### config.mk
export PLATFORM = sky130hd
export DESIGN_NAME = fdw5_ctrl
export DESIGN_NICKNAME = d
export VERILOG_FILES = /design/src/rtl/fdw5_pkg.sv /design/src/rtl/fdw5_ctrl.sv
export SDC_FILE = /design/constraint.sdc
export NUM_CORES = 1
export LEC_CHECK = 0
export ABC_CLOCK_PERIOD_IN_PS = 1250
export BUFFER_PORTS_ARGS = -buffer_cell sky130_fd_sc_hd__buf_2
export CELL_PAD_IN_SITES_DETAIL_PLACEMENT = 0
export CELL_PAD_IN_SITES_GLOBAL_PLACEMENT = 1
export CORE_AREA = 4 4 41 43
export DETAILED_ROUTE_END_ITERATION = 8
export DIE_AREA = 0 0 45 47
export PLACE_DENSITY = 0.4
export SLEW_MARGIN = 30
export SYNTH_ARGS = -nofsm -noshare
export SYNTH_HDL_FRONTEND = slang
export SYNTH_SLANG_ARGS = --single-unit
### constraint.sdc
create_clock -name clock -period 1.25 [get_ports clock]
set_clock_uncertainty 0.05 [all_clocks]
set_input_delay 0.0625 -clock clock [delete_from_list [all_inputs] [get_ports clock]]
set_output_delay 0.0625 -clock clock [all_outputs]
set_load 0.05 [all_outputs]
### src/rtl/fdw5_pkg.sv
// Shared types, constants and probe tables for the 5x5 flow direction block.
package fdw5_pkg;

   // Defaults for the top-level parameters
   localparam int MAX_WIDTH_DEFAULT  = 256;
   localparam int MAX_HEIGHT_DEFAULT = 256;
   localparam int DIST_BITS_DEFAULT  = 16;

   // Fixed widths of the ports and of internal coordinate math
   localparam int CELL_BITS  = 8;
   localparam int SIZE_BITS  = 13;   // holds a grid size up to 4096
   localparam int COORD_BITS = 11;   // signed cell coordinate plus offset
   localparam int CSR_BITS   = 9;
   localparam int REQ_DIST_BITS = 16;
   localparam int CODE_BITS  = 8;

   // Command codes
   localparam logic CMD_WRITE = 1'b0;
   localparam logic CMD_QUERY = 1'b1;

   // Register indexes
   localparam logic REG_GRID_WIDTH  = 1'b0;
   localparam logic REG_GRID_HEIGHT = 1'b1;

   // Probe sequence: the cell itself, then 24 neighbors in scan order
   localparam int PROBE_COUNT = 25;
   localparam int PROBE_BITS  = 5;
   localparam logic [PROBE_BITS-1:0] PROBE_SELF        = 5'd0;
   localparam logic [PROBE_BITS-1:0] PROBE_DIAG_FIRST  = 5'd5;
   localparam logic [PROBE_BITS-1:0] PROBE_OUTER_FIRST = 5'd9;
   localparam logic [PROBE_BITS-1:0] PROBE_LAST        = 5'd24;

   localparam logic [CODE_BITS-1:0] NO_DIR = 8'd255;

   localparam logic signed [2:0] OFF_X [PROBE_COUNT] = '{
      3'sd0,
      -3'sd1, 3'sd1, 3'sd0, 3'sd0,
      -3'sd1, 3'sd1, -3'sd1, 3'sd1,
      -3'sd2, 3'sd2, 3'sd0, 3'sd0, -3'sd2, 3'sd2, -3'sd2, 3'sd2,
      -3'sd1, 3'sd1, -3'sd2, 3'sd2, -3'sd2, 3'sd2, -3'sd1, 3'sd1
   };

   localparam logic signed [2:0] OFF_Y [PROBE_COUNT] = '{
      3'sd0,
      3'sd0, 3'sd0, 3'sd1, -3'sd1,
      -3'sd1, -3'sd1, 3'sd1, 3'sd1,
      3'sd0, 3'sd0, 3'sd2, -3'sd2, -3'sd2, -3'sd2, 3'sd2, 3'sd2,
      -3'sd2, -3'sd2, -3'sd1, -3'sd1, 3'sd1, 3'sd1, 3'sd2, 3'sd2
   };

   localparam logic [CODE_BITS-1:0] DIR_CODE [PROBE_COUNT] = '{
      8'd255,
      8'd7, 8'd8, 8'd11, 8'd4,
      8'd3, 8'd5, 8'd10, 8'd12,
      8'd7, 8'd8, 8'd11, 8'd4,
      8'd3, 8'd5, 8'd10, 8'd12,
      8'd0, 8'd1, 8'd2, 8'd6,
      8'd9, 8'd13, 8'd14, 8'd15
   };

   // Controller states
   typedef enum logic [1:0] {
      ST_IDLE,
      ST_WRITE,
      ST_SCAN,
      ST_RESP
   } state_type;

   // Commands from controller to datapath
   typedef struct packed {
      logic load;    // capture the accepted item, restart the scan
      logic write;   // store the captured distance
      logic scan;    // issue probes and evaluate returned cells
   } ctrl_cmd_type;

   // Status from datapath to controller
   typedef struct packed {
      logic done;    // query ends with this evaluation; the code register then holds the answer
   } dp_status_type;

endpackage

### src/rtl/fdw5_ctrl.sv
// Controller state machine for the flow direction block.
module fdw5_ctrl
   import fdw5_pkg::*;
(
   input  logic          clock,
   input  logic          reset,
   input  logic          start,
   input  logic          req_command,
   input  dp_status_type status,
   output ctrl_cmd_type  cmd,
   output logic          busy,
   output logic          rsp_valid
);

   state_type state_ff;
   state_type state_in;

   // State register
   always_ff @(posedge clock) begin
      if (reset) begin
         state_ff <= ST_IDLE;
      end else begin
         state_ff <= state_in;
      end
   end

   // Next state and commands
   always_comb begin
      state_in  = state_ff;
      cmd       = '0;
      busy      = 1'b1;
      rsp_valid = 1'b0;
      case (state_ff)
         ST_IDLE: begin
            busy = 1'b0;
            if (start) begin
               cmd.load = 1'b1;
               state_in = (req_command == CMD_WRITE) ? ST_WRITE : ST_SCAN;
            end
         end
         ST_WRITE: begin
            cmd.write = 1'b1;
            state_in  = ST_IDLE;
         end
         ST_SCAN: begin
            cmd.scan = 1'b1;
            if (status.done) begin
               state_in = ST_RESP;
            end
         end
         ST_RESP: begin
            rsp_valid = 1'b1;
            state_in  = ST_IDLE;
         end
         default: begin
            state_in = ST_IDLE;
         end
      endcase
   end

endmodule

==> results.md, run 1 <==
- Post-route setup TNS: 0 ns
- Final hold violations: 0
- Synthesized Nets: 18
- Clock sinks: 2
- Arrival time at the worst endpoint: between 1 and 1.5 ns
- Clock share of power: between 40% and 50%
- Routability cong.: ~0.67
- RSZ-0062 raised after global routing: false
- Die area: between 2000 and 2500 sq um
- Die height: around 47 microns
- Routed len/inst: around 9.0 microns
- Tcrit/Tclk final: ~94%
- # Post-CTS Setup Buffers: 0
- Share of layout cells above drive strength 1: just under 70%
- Synth warn: 0
- Sequential cell area fraction in the yosys report: a little over a third
- Min Tclk post-route: 1.177 ns
- Diode count: 0
- Crit Path Max Fanout: 6
- Slew Limit Fails: 0
- Flop pwr share: about a quarter
- Crit start category: flop
- Most flop-heavy register: state_ff
- DR iter-0 viols: 0
- CP Capture Type: output pin
- Most common cell after layout, fill and taps aside: buf_2
- Area of the mapped netlist: 111.4 sq um
- Filler instances: ~160
- Core Area: between 1000 and 1500 sq um
- Antenna Violating Nets Remaining: 0
- Worst reg2reg startpoint: state_ff[1]
- Top Registers: state_ff (2)
- Multi-input gate area: 77.57 sq um
- Design Power: about 310 uW
- Relative slew margins: 83.10%
- Avg Cell Area, Syn: 8.566 sq um
- CTS max path bufs: 2
- DR vias/cell: around 3.5
- Critical Path Stages: 3
- Global-route usage over all layers: under 10%
- Inserted Clock Buffers: 3
- DRC: 0
- Register area: roughly 41 sq um
- Reg2reg end: state_ff[0]
- Status: completed
- Max Cap Viol: 0
- Crit path buffers/inverters: 1
- Crit-path slowest cell: dfxtp_2
- Req. time, crit path: about 1.1 ns
- Critical path's largest stage delay: approximately 0.34 ns
- Setup-failing EPs final: 0
- Critical-path cell list: or2_4, nor2_4, buf_6
- Ports: 10
- Worst Tran Pin Value: 0.2552 ns
- Drt total wl: 368 microns
- Worst reg2reg setup slack: between 0.15 and 0.2 ns
- Global-route wire length before repair: a little under 700 microns
- Die X: about 45 microns
- Cell count after synthesis: 13
- Critical path capture point: cmd[2]
- VDD IR-drop max: 0.4120 mV
- Commonest cells after routing, fill and taps aside: buf_2 (7), clkbuf_4 (4)
- Root Driver: clkbuf_4
- Initial antenna violation count: 0
- Hold Crit Class: input pin to flop
- Internal power: around 210 uW
- Largest register FFs: 2
- Pin count of the biggest net entering global routing: 8
- Nets: 33
- I/O Buffers: 9
- Htree depth: 1
- Gr ovfl total: 0
- Clk slew on worst S/H paths: 0.03 ns
- PD cells: between 1000 and 1500 nW/um^2
- Detailed Routing Iterations Pass 1: 1
- R2R cell count: 2
- Crit Path Category: flop to output pin
- Vias: 144
- Largest delay share family, worst path: simple AND/OR/NAND/NOR gates
- Fmax: roughly 850 MHz
- Lkg Pwr: ~0.11 nW
- Post-DP HPWL: 311.1 microns
- Area growth syn-to-layout: 104.5%
- Worst skew pair latency: between 0.2 and 0.25 ns
- Initial Util: approximately 8.6%
- Yosys cell types: 12
- Synth Register Bits: 2
- Vias in the first global route: around 160
- FP Rows: 13
- Sw Share: around 32%
- P_sw: 99.36 uW
- Critical Path Start: state_ff[0]
- Gate power share: just over 30%
- TritonCTS clock tree: built
-- kinds of logic (layout without fill, tap and decap cells) --
family,after synthesis,in the layout,synth area share [%]
buffers and inverters,1,14,3.368
DFF,2,2,35.96
AOI/OAI and AO/OA,2,2,15.72
and+or+nand+nor,8,8,44.95
-- cell type report --
cell class	count	share of cell area, %
multi-input combinational	10	34.07
sequential	2	18.13
inverter	1	1.648
tap	15	8.242
timing repair buffer	10	28.02
clock buffer	3	9.890
-- Yosys cell counts --
master | instances | area (sq um)
nor3_1 | 1 | 5.000
nor2_1 | 1 | 3.750
nor2b_1 | 1 | 6.260
or3b_1 | 1 | 8.760
dfxtp_1 | 2 | 40.04
and2_2 | 1 | 7.510
inv_1 | 1 | 3.750
or2_1 | 1 | 6.260
nand2_1 | 1 | 3.750
and2b_2 | 1 | 8.760
a21oi_1 | 1 | 5.000
a211oi_2 | 1 | 12.51
-- power by group through the flow --
stage | Sequential (mW) | Combinational [mW] | Clock (mW)
floorplan | 0.0739 | 0.0623 | 0
global placement | 0.0753 | 0.0804 | 0
detailed placement | 0.0762 | 0.0827 | 0
CTS | 0.0754 | 0.0895 | 0.150
global route | 0.0773 | 0.0991 | 0.153
finish | 0.0757 | 0.0933 | 0.139
-- per-layer routing --
metal,vias up,global-route usage (%),wire [microns]
met5,-,0,0
met4,0,7.018,0
met3,0,2.682,56
met2,10,7.345,158
met1,64,4.063,153
li1,70,-,-
-- worst min-delay path: stages --
cell	delay, ns
buf_2	0.10
nand2_1	0.07
a211oi_2	0.05
-- how the worst min path moves through the flow --
stage               depth (start not counted)     endpoint  slack, ns   start
global placement                            2  state_ff[0]       0.19   reset
detailed placement                          2  state_ff[0]       0.20   reset
floorplan                                   1  state_ff[0]       0.08   reset
finish                                      3  state_ff[0]       0.06  status
CTS                                         3  state_ff[0]       0.05  status
global route                                3  state_ff[0]       0.06  status
-- timing repair --
item / 4_1_cts / 5_1_grt
cloned: 0 / 0
hold buffers: 1 / 0
endpoints found under the hold margin: 2 / 0
endpoints found under the setup margin: 1 / 2
resized for setup: 2 / 3
-- per-stage QoR --
| stage | hold WS [ns] | std cells | area, sq um | setup slack (ns) | utilization, % |
|---|---|---|---|---|---|
| finish | 0.05566 | 41 | 227.7 | 0.07350 | 17.50 |
| global route | 0.05862 | 41 | 227.7 | 0.002000 | 17.50 |
| CTS | 0.05499 | 41 | 221.5 | 0.001178 | 17.02 |
| detailed placement | 0.1973 | 37 | 182.7 | 0.1653 | 14.04 |
| global placement | 0.1881 | 37 | 182.7 | 0.1950 | 14.04 |
| floorplan | 0.07715 | 13 | 118.9 | 0.01219 | - |
Power figures use the tool's default switching activity.
==> inputs of run 2 (changes only) <==
--- a/config.mk
+++ b/config.mk
@@ -6,5 +6,5 @@
 export NUM_CORES = 1
 export LEC_CHECK = 0
-export ABC_CLOCK_PERIOD_IN_PS = 1250
+export ABC_CLOCK_PERIOD_IN_PS = 1300
 export BUFFER_PORTS_ARGS = -buffer_cell sky130_fd_sc_hd__buf_2
 export CELL_PAD_IN_SITES_DETAIL_PLACEMENT = 0
==> constraint.sdc (replaced) <==
create_clock -name clock -period 1.3 [get_ports clock]
set_clock_uncertainty 0.05 [all_clocks]
set_input_delay 0.325 -clock clock [delete_from_list [all_inputs] [get_ports clock]]
set_output_delay 0.325 -clock clock [all_outputs]
set_load 0.05 [all_outputs]
==> run 2 against run 1 <==
Compared with the run above: the flow now finishes with violations (negative setup slack); total power increased by 0.99%; first-iteration DRC count unchanged; critical path depth unchanged; wire length increased by 10%; non-clock buffer count rose by 2; register-to-register slack got worse by 0.11 ns; die area did not move; utilization up 3.0 points; worst hold slack improved by 0.18 ns; critical path type unchanged; critical endpoint unchanged; largest cell class is now non-clock buffers.
==> results.md, run 2 (same netlist as run 1, synthesis figures left out) <==
- Crit start category: flop
- Die area: approximately 2100 sq um
- Fin area: between 200 and 300 sq um
- Nets: 35
- Commonest cells after routing, fill and taps aside: buf_2 (5), buf_6 (5), clkbuf_4 (3)
- Crit Path Max Fanout: 5
- DR iter-0 viols: 0
- Arrival time at the worst endpoint: 1.05 ns
- Die height: between 40 and 50 microns
- Critical-path cell list: or2_4, nor2_4, buf_6
- Worst setup margin: -0.1291 ns
- Clock sinks: 2
- Internal power: roughly 210 uW
- Ports: 10
- Reg2reg end: state_ff[0]
- Max Cap Viol: 0
- Status: finished, violations left
- Initial Util: under 10%
- Gr ovfl total: 0
- TritonCTS clock tree: built
- Global-route usage over all layers: under 10%
- Root Driver: clkbuf_4
- Crit-path slowest cell: dfxtp_2
- Failing checks: negative setup slack
- Top Registers: state_ff (2)
- Pin count of the biggest net entering global routing: 6
- Final Util: around a fifth
- I/O Buffers: 9
- Flop pwr share: roughly 23%
- Dpl cells: 40
- Hold Crit Class: input pin to flop
- FP Rows: 13
- Fmax: between 600 and 700 MHz
- Worst reg2reg startpoint: state_ff[1]
- Share of layout cells above drive strength 1: between 80 and 90%
- Relative slew margins: 83.18%
- Core Area: ~1300 sq um
- Routability cong.: 0.6431
- Crit Path Category: flop to output pin
- Min Tclk post-route: 1.429 ns
- Sw Share: between 30% and 40%
- Gate power share: about 34%
- Clk slew on worst S/H paths: roughly 0.03 ns
- Vias in the first global route: ~170
- Slew Limit Fails: 0
- Inserted Clock Buffers: 3
- Hold depth: 2
- DRC: 0
- Most flop-heavy register: state_ff
- Lkg Pwr: 0.1273 nW
- VDD IR-drop max: roughly 0.35 mV
- Worst skew pair latency: approximately 0.22 ns
- Vias: about 150
- PD cells: around 1200 nW/um^2
- RSZ-0062 raised after global routing: true
- R2R cell count: 3
- Final non-filler cell total: 43
- Worst reg2reg setup slack: 0.07 ns
- Detailed Routing Iterations Pass 1: 1
- Critical path's largest stage delay: roughly 0.33 ns
- Clock share of power: 43.1%
- Setup-failing EPs final: 4
- Routed len/inst: between 9 and 10 microns
- Htree depth: 1
- Area after DPL: 210.2 sq um
- DR vias/cell: between 3 and 4
- Drt total wl: 405 microns
- Worst Tran Pin Value: roughly 0.25 ns
- Req. time, crit path: 0.93 ns
- Antenna Violating Nets Remaining: 0
- P_sw: about 100 uW
- Final hold violations: 0
- Diode count: 0
- Die X: approximately 45 microns
- CP Capture Type: output pin
- Worst hold start: reset
- # Post-CTS Setup Buffers: 0
- CTS max path bufs: 2
- Hold_buf cts: 0
- Final hold slack: 0.2379 ns
- Initial antenna violation count: 0
- Largest register FFs: 2
- Hold-critical path endpoint: state_ff[0]
- Area growth syn-to-layout: 139.3%
- Global-route wire length before repair: roughly 700 microns
- Tcrit/Tclk final: 109.9%
-- run 2: changes by cell type in the layout (fill, tap and decap cells not counted), sizes merged --
cell / delta
clkbuf: -1
buf: +4
dlygate4sd3: -1
-- run 2: how the worst max path moves through the flow --
| stage | startpoint | endpoint | cells after the start |
|---|---|---|---|
| final | state_ff[1] | cmd[2] | 3 |
| after global routing | state_ff[1] | cmd[2] | 3 |
| after CTS | state_ff[1] | cmd[2] | 3 |
| after detailed placement | state_ff[0] | cmd[2] | 3 |
| after global placement | state_ff[0] | cmd[2] | 3 |
| after floorplan | state_ff[0] | cmd[2] | 2 |
-- run 2: layout make-up --
type,instances,area [sq um]
repair buffers,12,96.34
flip-flops and latches,2,45.04
clock buffers,3,22.52
well taps,15,18.77
multi-input cells,10,80.08
inverters,1,3.754
fillers,149,1035
-- run 2: what timing repair did --
action | in CTS | in global routing
pin swaps | 2 | 0
endpoints found under the setup margin | 5 | 5
gates resized for setup | 11 | 1
-- run 2: worst max-delay path: cells and delay by family, from the launching register on --
family / cells / cell delay [ns]
buffers and inverters: 1 / 0.16
DFF: 1 / 0.33
and+or+nand+nor: 2 / 0.34
-- run 2: metal layers --
| layer | up-vias | wire [microns] | track usage [%] |
|---|---|---|---|
| met4 | 0 | 0 | 1.754 |
| met2 | 10 | 179 | 8.757 |
| met3 | 0 | 49 | 4.598 |
| met5 | - | 0 | 0 |
| met1 | 64 | 177 | 4.515 |
| li1 | 74 | - | - |
-- run 2: stage by stage --
| step | power, mW | setup WS [ns] | setup TNS (ns) |
|---|---|---|---|
| after floorplan | 0.1355 | -0.05716 | -0.05716 |
| after global placement | 0.1621 | -0.003629 | -0.003629 |
| after detailed placement | 0.1659 | -0.02820 | -0.02820 |
| after CTS | 0.3239 | -0.1370 | -0.3059 |
| after global routing | 0.3394 | -0.1631 | -0.4217 |
| final | 0.3113 | -0.1291 | -0.2782 |
-- run 2: power groups by stage --
| stage | Clock [mW] | Combinational [mW] | Sequential [mW] |
|---|---|---|---|
| final | 0.134 | 0.106 | 0.0714 |
| after floorplan | 0 | 0.0639 | 0.0717 |
| after CTS | 0.146 | 0.106 | 0.0723 |
| after global placement | 0 | 0.0909 | 0.0712 |
| after detailed placement | 0 | 0.0941 | 0.0717 |
| after global routing | 0.156 | 0.111 | 0.0723 |
==> inputs of run 3 (changes only) <==
Settings changed: PLACE_DENSITY 0.4 to 0.39.
==> run 3 against run 2 <==
Compared with the run above: the flow still finishes with violations (negative setup slack); clock power is essentially flat; combinational power about the same; wire length fell by 14%; cell count did not move; non-clock buffer count stayed put; critical path depth unchanged; first-iteration DRC count did not move; global-route usage down 0.94 points; final area increased by 0.94%.
==> results.md, run 3 (same netlist as run 1, synthesis figures left out) <==
- Routed len/inst: between 8 and 9 microns
- Sw Share: approximately a third
- Worst reg2reg startpoint: state_ff[1]
- Worst reg2reg setup slack: roughly 0.030 ns
- Hold_buf cts: 0
- Vias: ~130
- Relative slew margins: a little over four fifths
- Worst Tran Pin Value: roughly 0.25 ns
- Req. time, crit path: 0.93 ns
- DRC: 0
- Max Cap Viol: 0
- Worst setup margin: -0.1098 ns
- Diode count: 0
- Status: finished, violations left
- Clock share of power: a little over two fifths
- Routability cong.: approximately 0.52
- Crit-path slowest cell: dfxtp_2
- Final Util: a little over 20%
- Area growth syn-to-layout: 141.6%
- Top Registers: state_ff (2)
- Slew Limit Fails: 0
- Crit Path Category: flop to output pin
- Htree depth: 1
- Failing checks: negative setup slack
- Clock sinks: 2
- Critical Path Stages: 3
- Lkg Pwr: approximately 0.13 nW
- I/O Buffers: 9
- Antenna Violating Nets Remaining: 0
- P_sw: 98.23 uW
- Gr ovfl total: 0
- Arrival time at the worst endpoint: 1.03 ns
- Hold Crit Class: input pin to flop
- Flop pwr share: 22.8%
- Post-route setup TNS: -0.2187 ns
- DR iter-0 viols: 0
- CTS max path bufs: 2
- Die X: 45 microns
- DR vias/cell: between 3 and 4
- Filler instances: between 150 and 200
- Inserted Clock Buffers: 3
- Share of layout cells above drive strength 1: between 80% and 90%
- Internal power: between 200 and 250 uW
- Largest delay share family, worst path: simple AND/OR/NAND/NOR gates
- TritonCTS clock tree: built
- Critical path capture point: cmd[2]
- RSZ-0062 raised after global routing: true
- Design Power: roughly 310 uW
- Clk slew on worst S/H paths: 0.03 ns
- Reg2reg end: state_ff[0]
- Initial antenna violation count: 0
- PD cells: around 1200 nW/um^2
- Initial Util: 8.558%
- Tcrit/Tclk final: 108.4%
- Core Area: about 1300 sq um
- Worst skew pair latency: between 0.2 and 0.25 ns
- CP Capture Type: output pin
- Critical-path cell list: or2_4, nor2_4, buf_6
- Most flop-heavy register: state_ff
- Crit start category: flop
- Critical Path Start: state_ff[1]
- Nets: 35
- Drt total wl: 350 microns
- Detailed Routing Iterations Pass 1: 1
- Commonest cells after routing, fill and taps aside: buf_2 (5), buf_6 (5), clkbuf_4 (3)
- Pin count of the biggest net entering global routing: 5
- Min Tclk post-route: roughly 1.4 ns
- Largest register FFs: 2
- Critical path's largest stage delay: ~0.32 ns
- Global-route usage over all layers: 4.262%
- Crit path buffers/inverters: 1
- R2R cell count: 4
- Global-route wire length before repair: 531 microns
- Setup-failing EPs final: 3
- Final hold violations: 0
- VDD IR-drop max: 0.4718 mV
- Setup slack at placement: -0.001618 ns
- Vias in the first global route: 142
- Crit Path Max Fanout: 4
- Fmax: around 700 MHz
- Die height: 47 microns
- Gate power share: between 30% and 40%
- Die area: between 2000 and 2500 sq um
- Ports: 10
- Root Driver: clkbuf_4
- FP Rows: 13
-- run 3: worst min path at each step --
stage               startpoint     endpoint  slack (ns)  cells past startpoint
CTS                      reset  state_ff[0]        0.22                      2
floorplan                reset  state_ff[0]        0.34                      1
global route             reset  state_ff[0]        0.22                      2
finish                   reset  state_ff[0]        0.23                      2
global placement         reset  state_ff[0]        0.45                      2
detailed placement       reset  state_ff[0]        0.46                      2
-- run 3: metal layers --
layer / share of wire (%) / up-vias / global-route usage (%) / wire [microns]
li1: - / 75 / - / -
met5: 0 / - / 0 / 0
met2: 35 / 9 / 4.520 / 124
met1: 53 / 50 / 4.535 / 184
met4: 0 / 0 / 5.263 / 0
met3: 12 / 0 / 3.448 / 42
-- run 3: per-stage QoR --
step | cell area, sq um | instances | hold WS (ns)
3_5_place_dp | 202.7 | 39 | 0.4581
3_3_place_gp | 202.7 | 39 | 0.4530
2_1_floorplan | 123.9 | 13 | 0.3396
6_report | 269.0 | 43 | 0.2267
5_1_grt | 269.0 | 43 | 0.2172
4_1_cts | 265.3 | 43 | 0.2155
-- run 3: cell type report --
type	count	area (sq um)	area share (%)
tap	15	18.77	6.977
sequential	2	42.54	15.81
inverter	1	3.754	1.395
multi-input combinational	10	85.08	31.63
clock buffer	3	22.52	8.372
timing repair buffer	12	96.34	35.81
-- run 3: power groups by stage --
stage	Combinational [mW]	Clock, mW	Sequential [mW]
2_1_floorplan	0.0639	0	0.0717
3_3_place_gp	0.0899	0	0.0709
3_5_place_dp	0.0909	0	0.0713
4_1_cts	0.108	0.142	0.0712
5_1_grt	0.114	0.148	0.0724
6_report	0.108	0.133	0.0712
-- run 3: repair_timing --
item / 4_1_cts / 5_1_grt
endpoints found under the setup margin: 5 / 6
pin swaps: 3 / 1
resized for setup: 11 / 1
setup buffers: 1 / 0
-- run 3: worst reg2reg max path: cells and delay by family, from the launching register on --
family          cells  cell delay, ns
simple gates        1            0.36
compound gates      1            0.19
buf+inv             2            0.26
flops               1            0.32
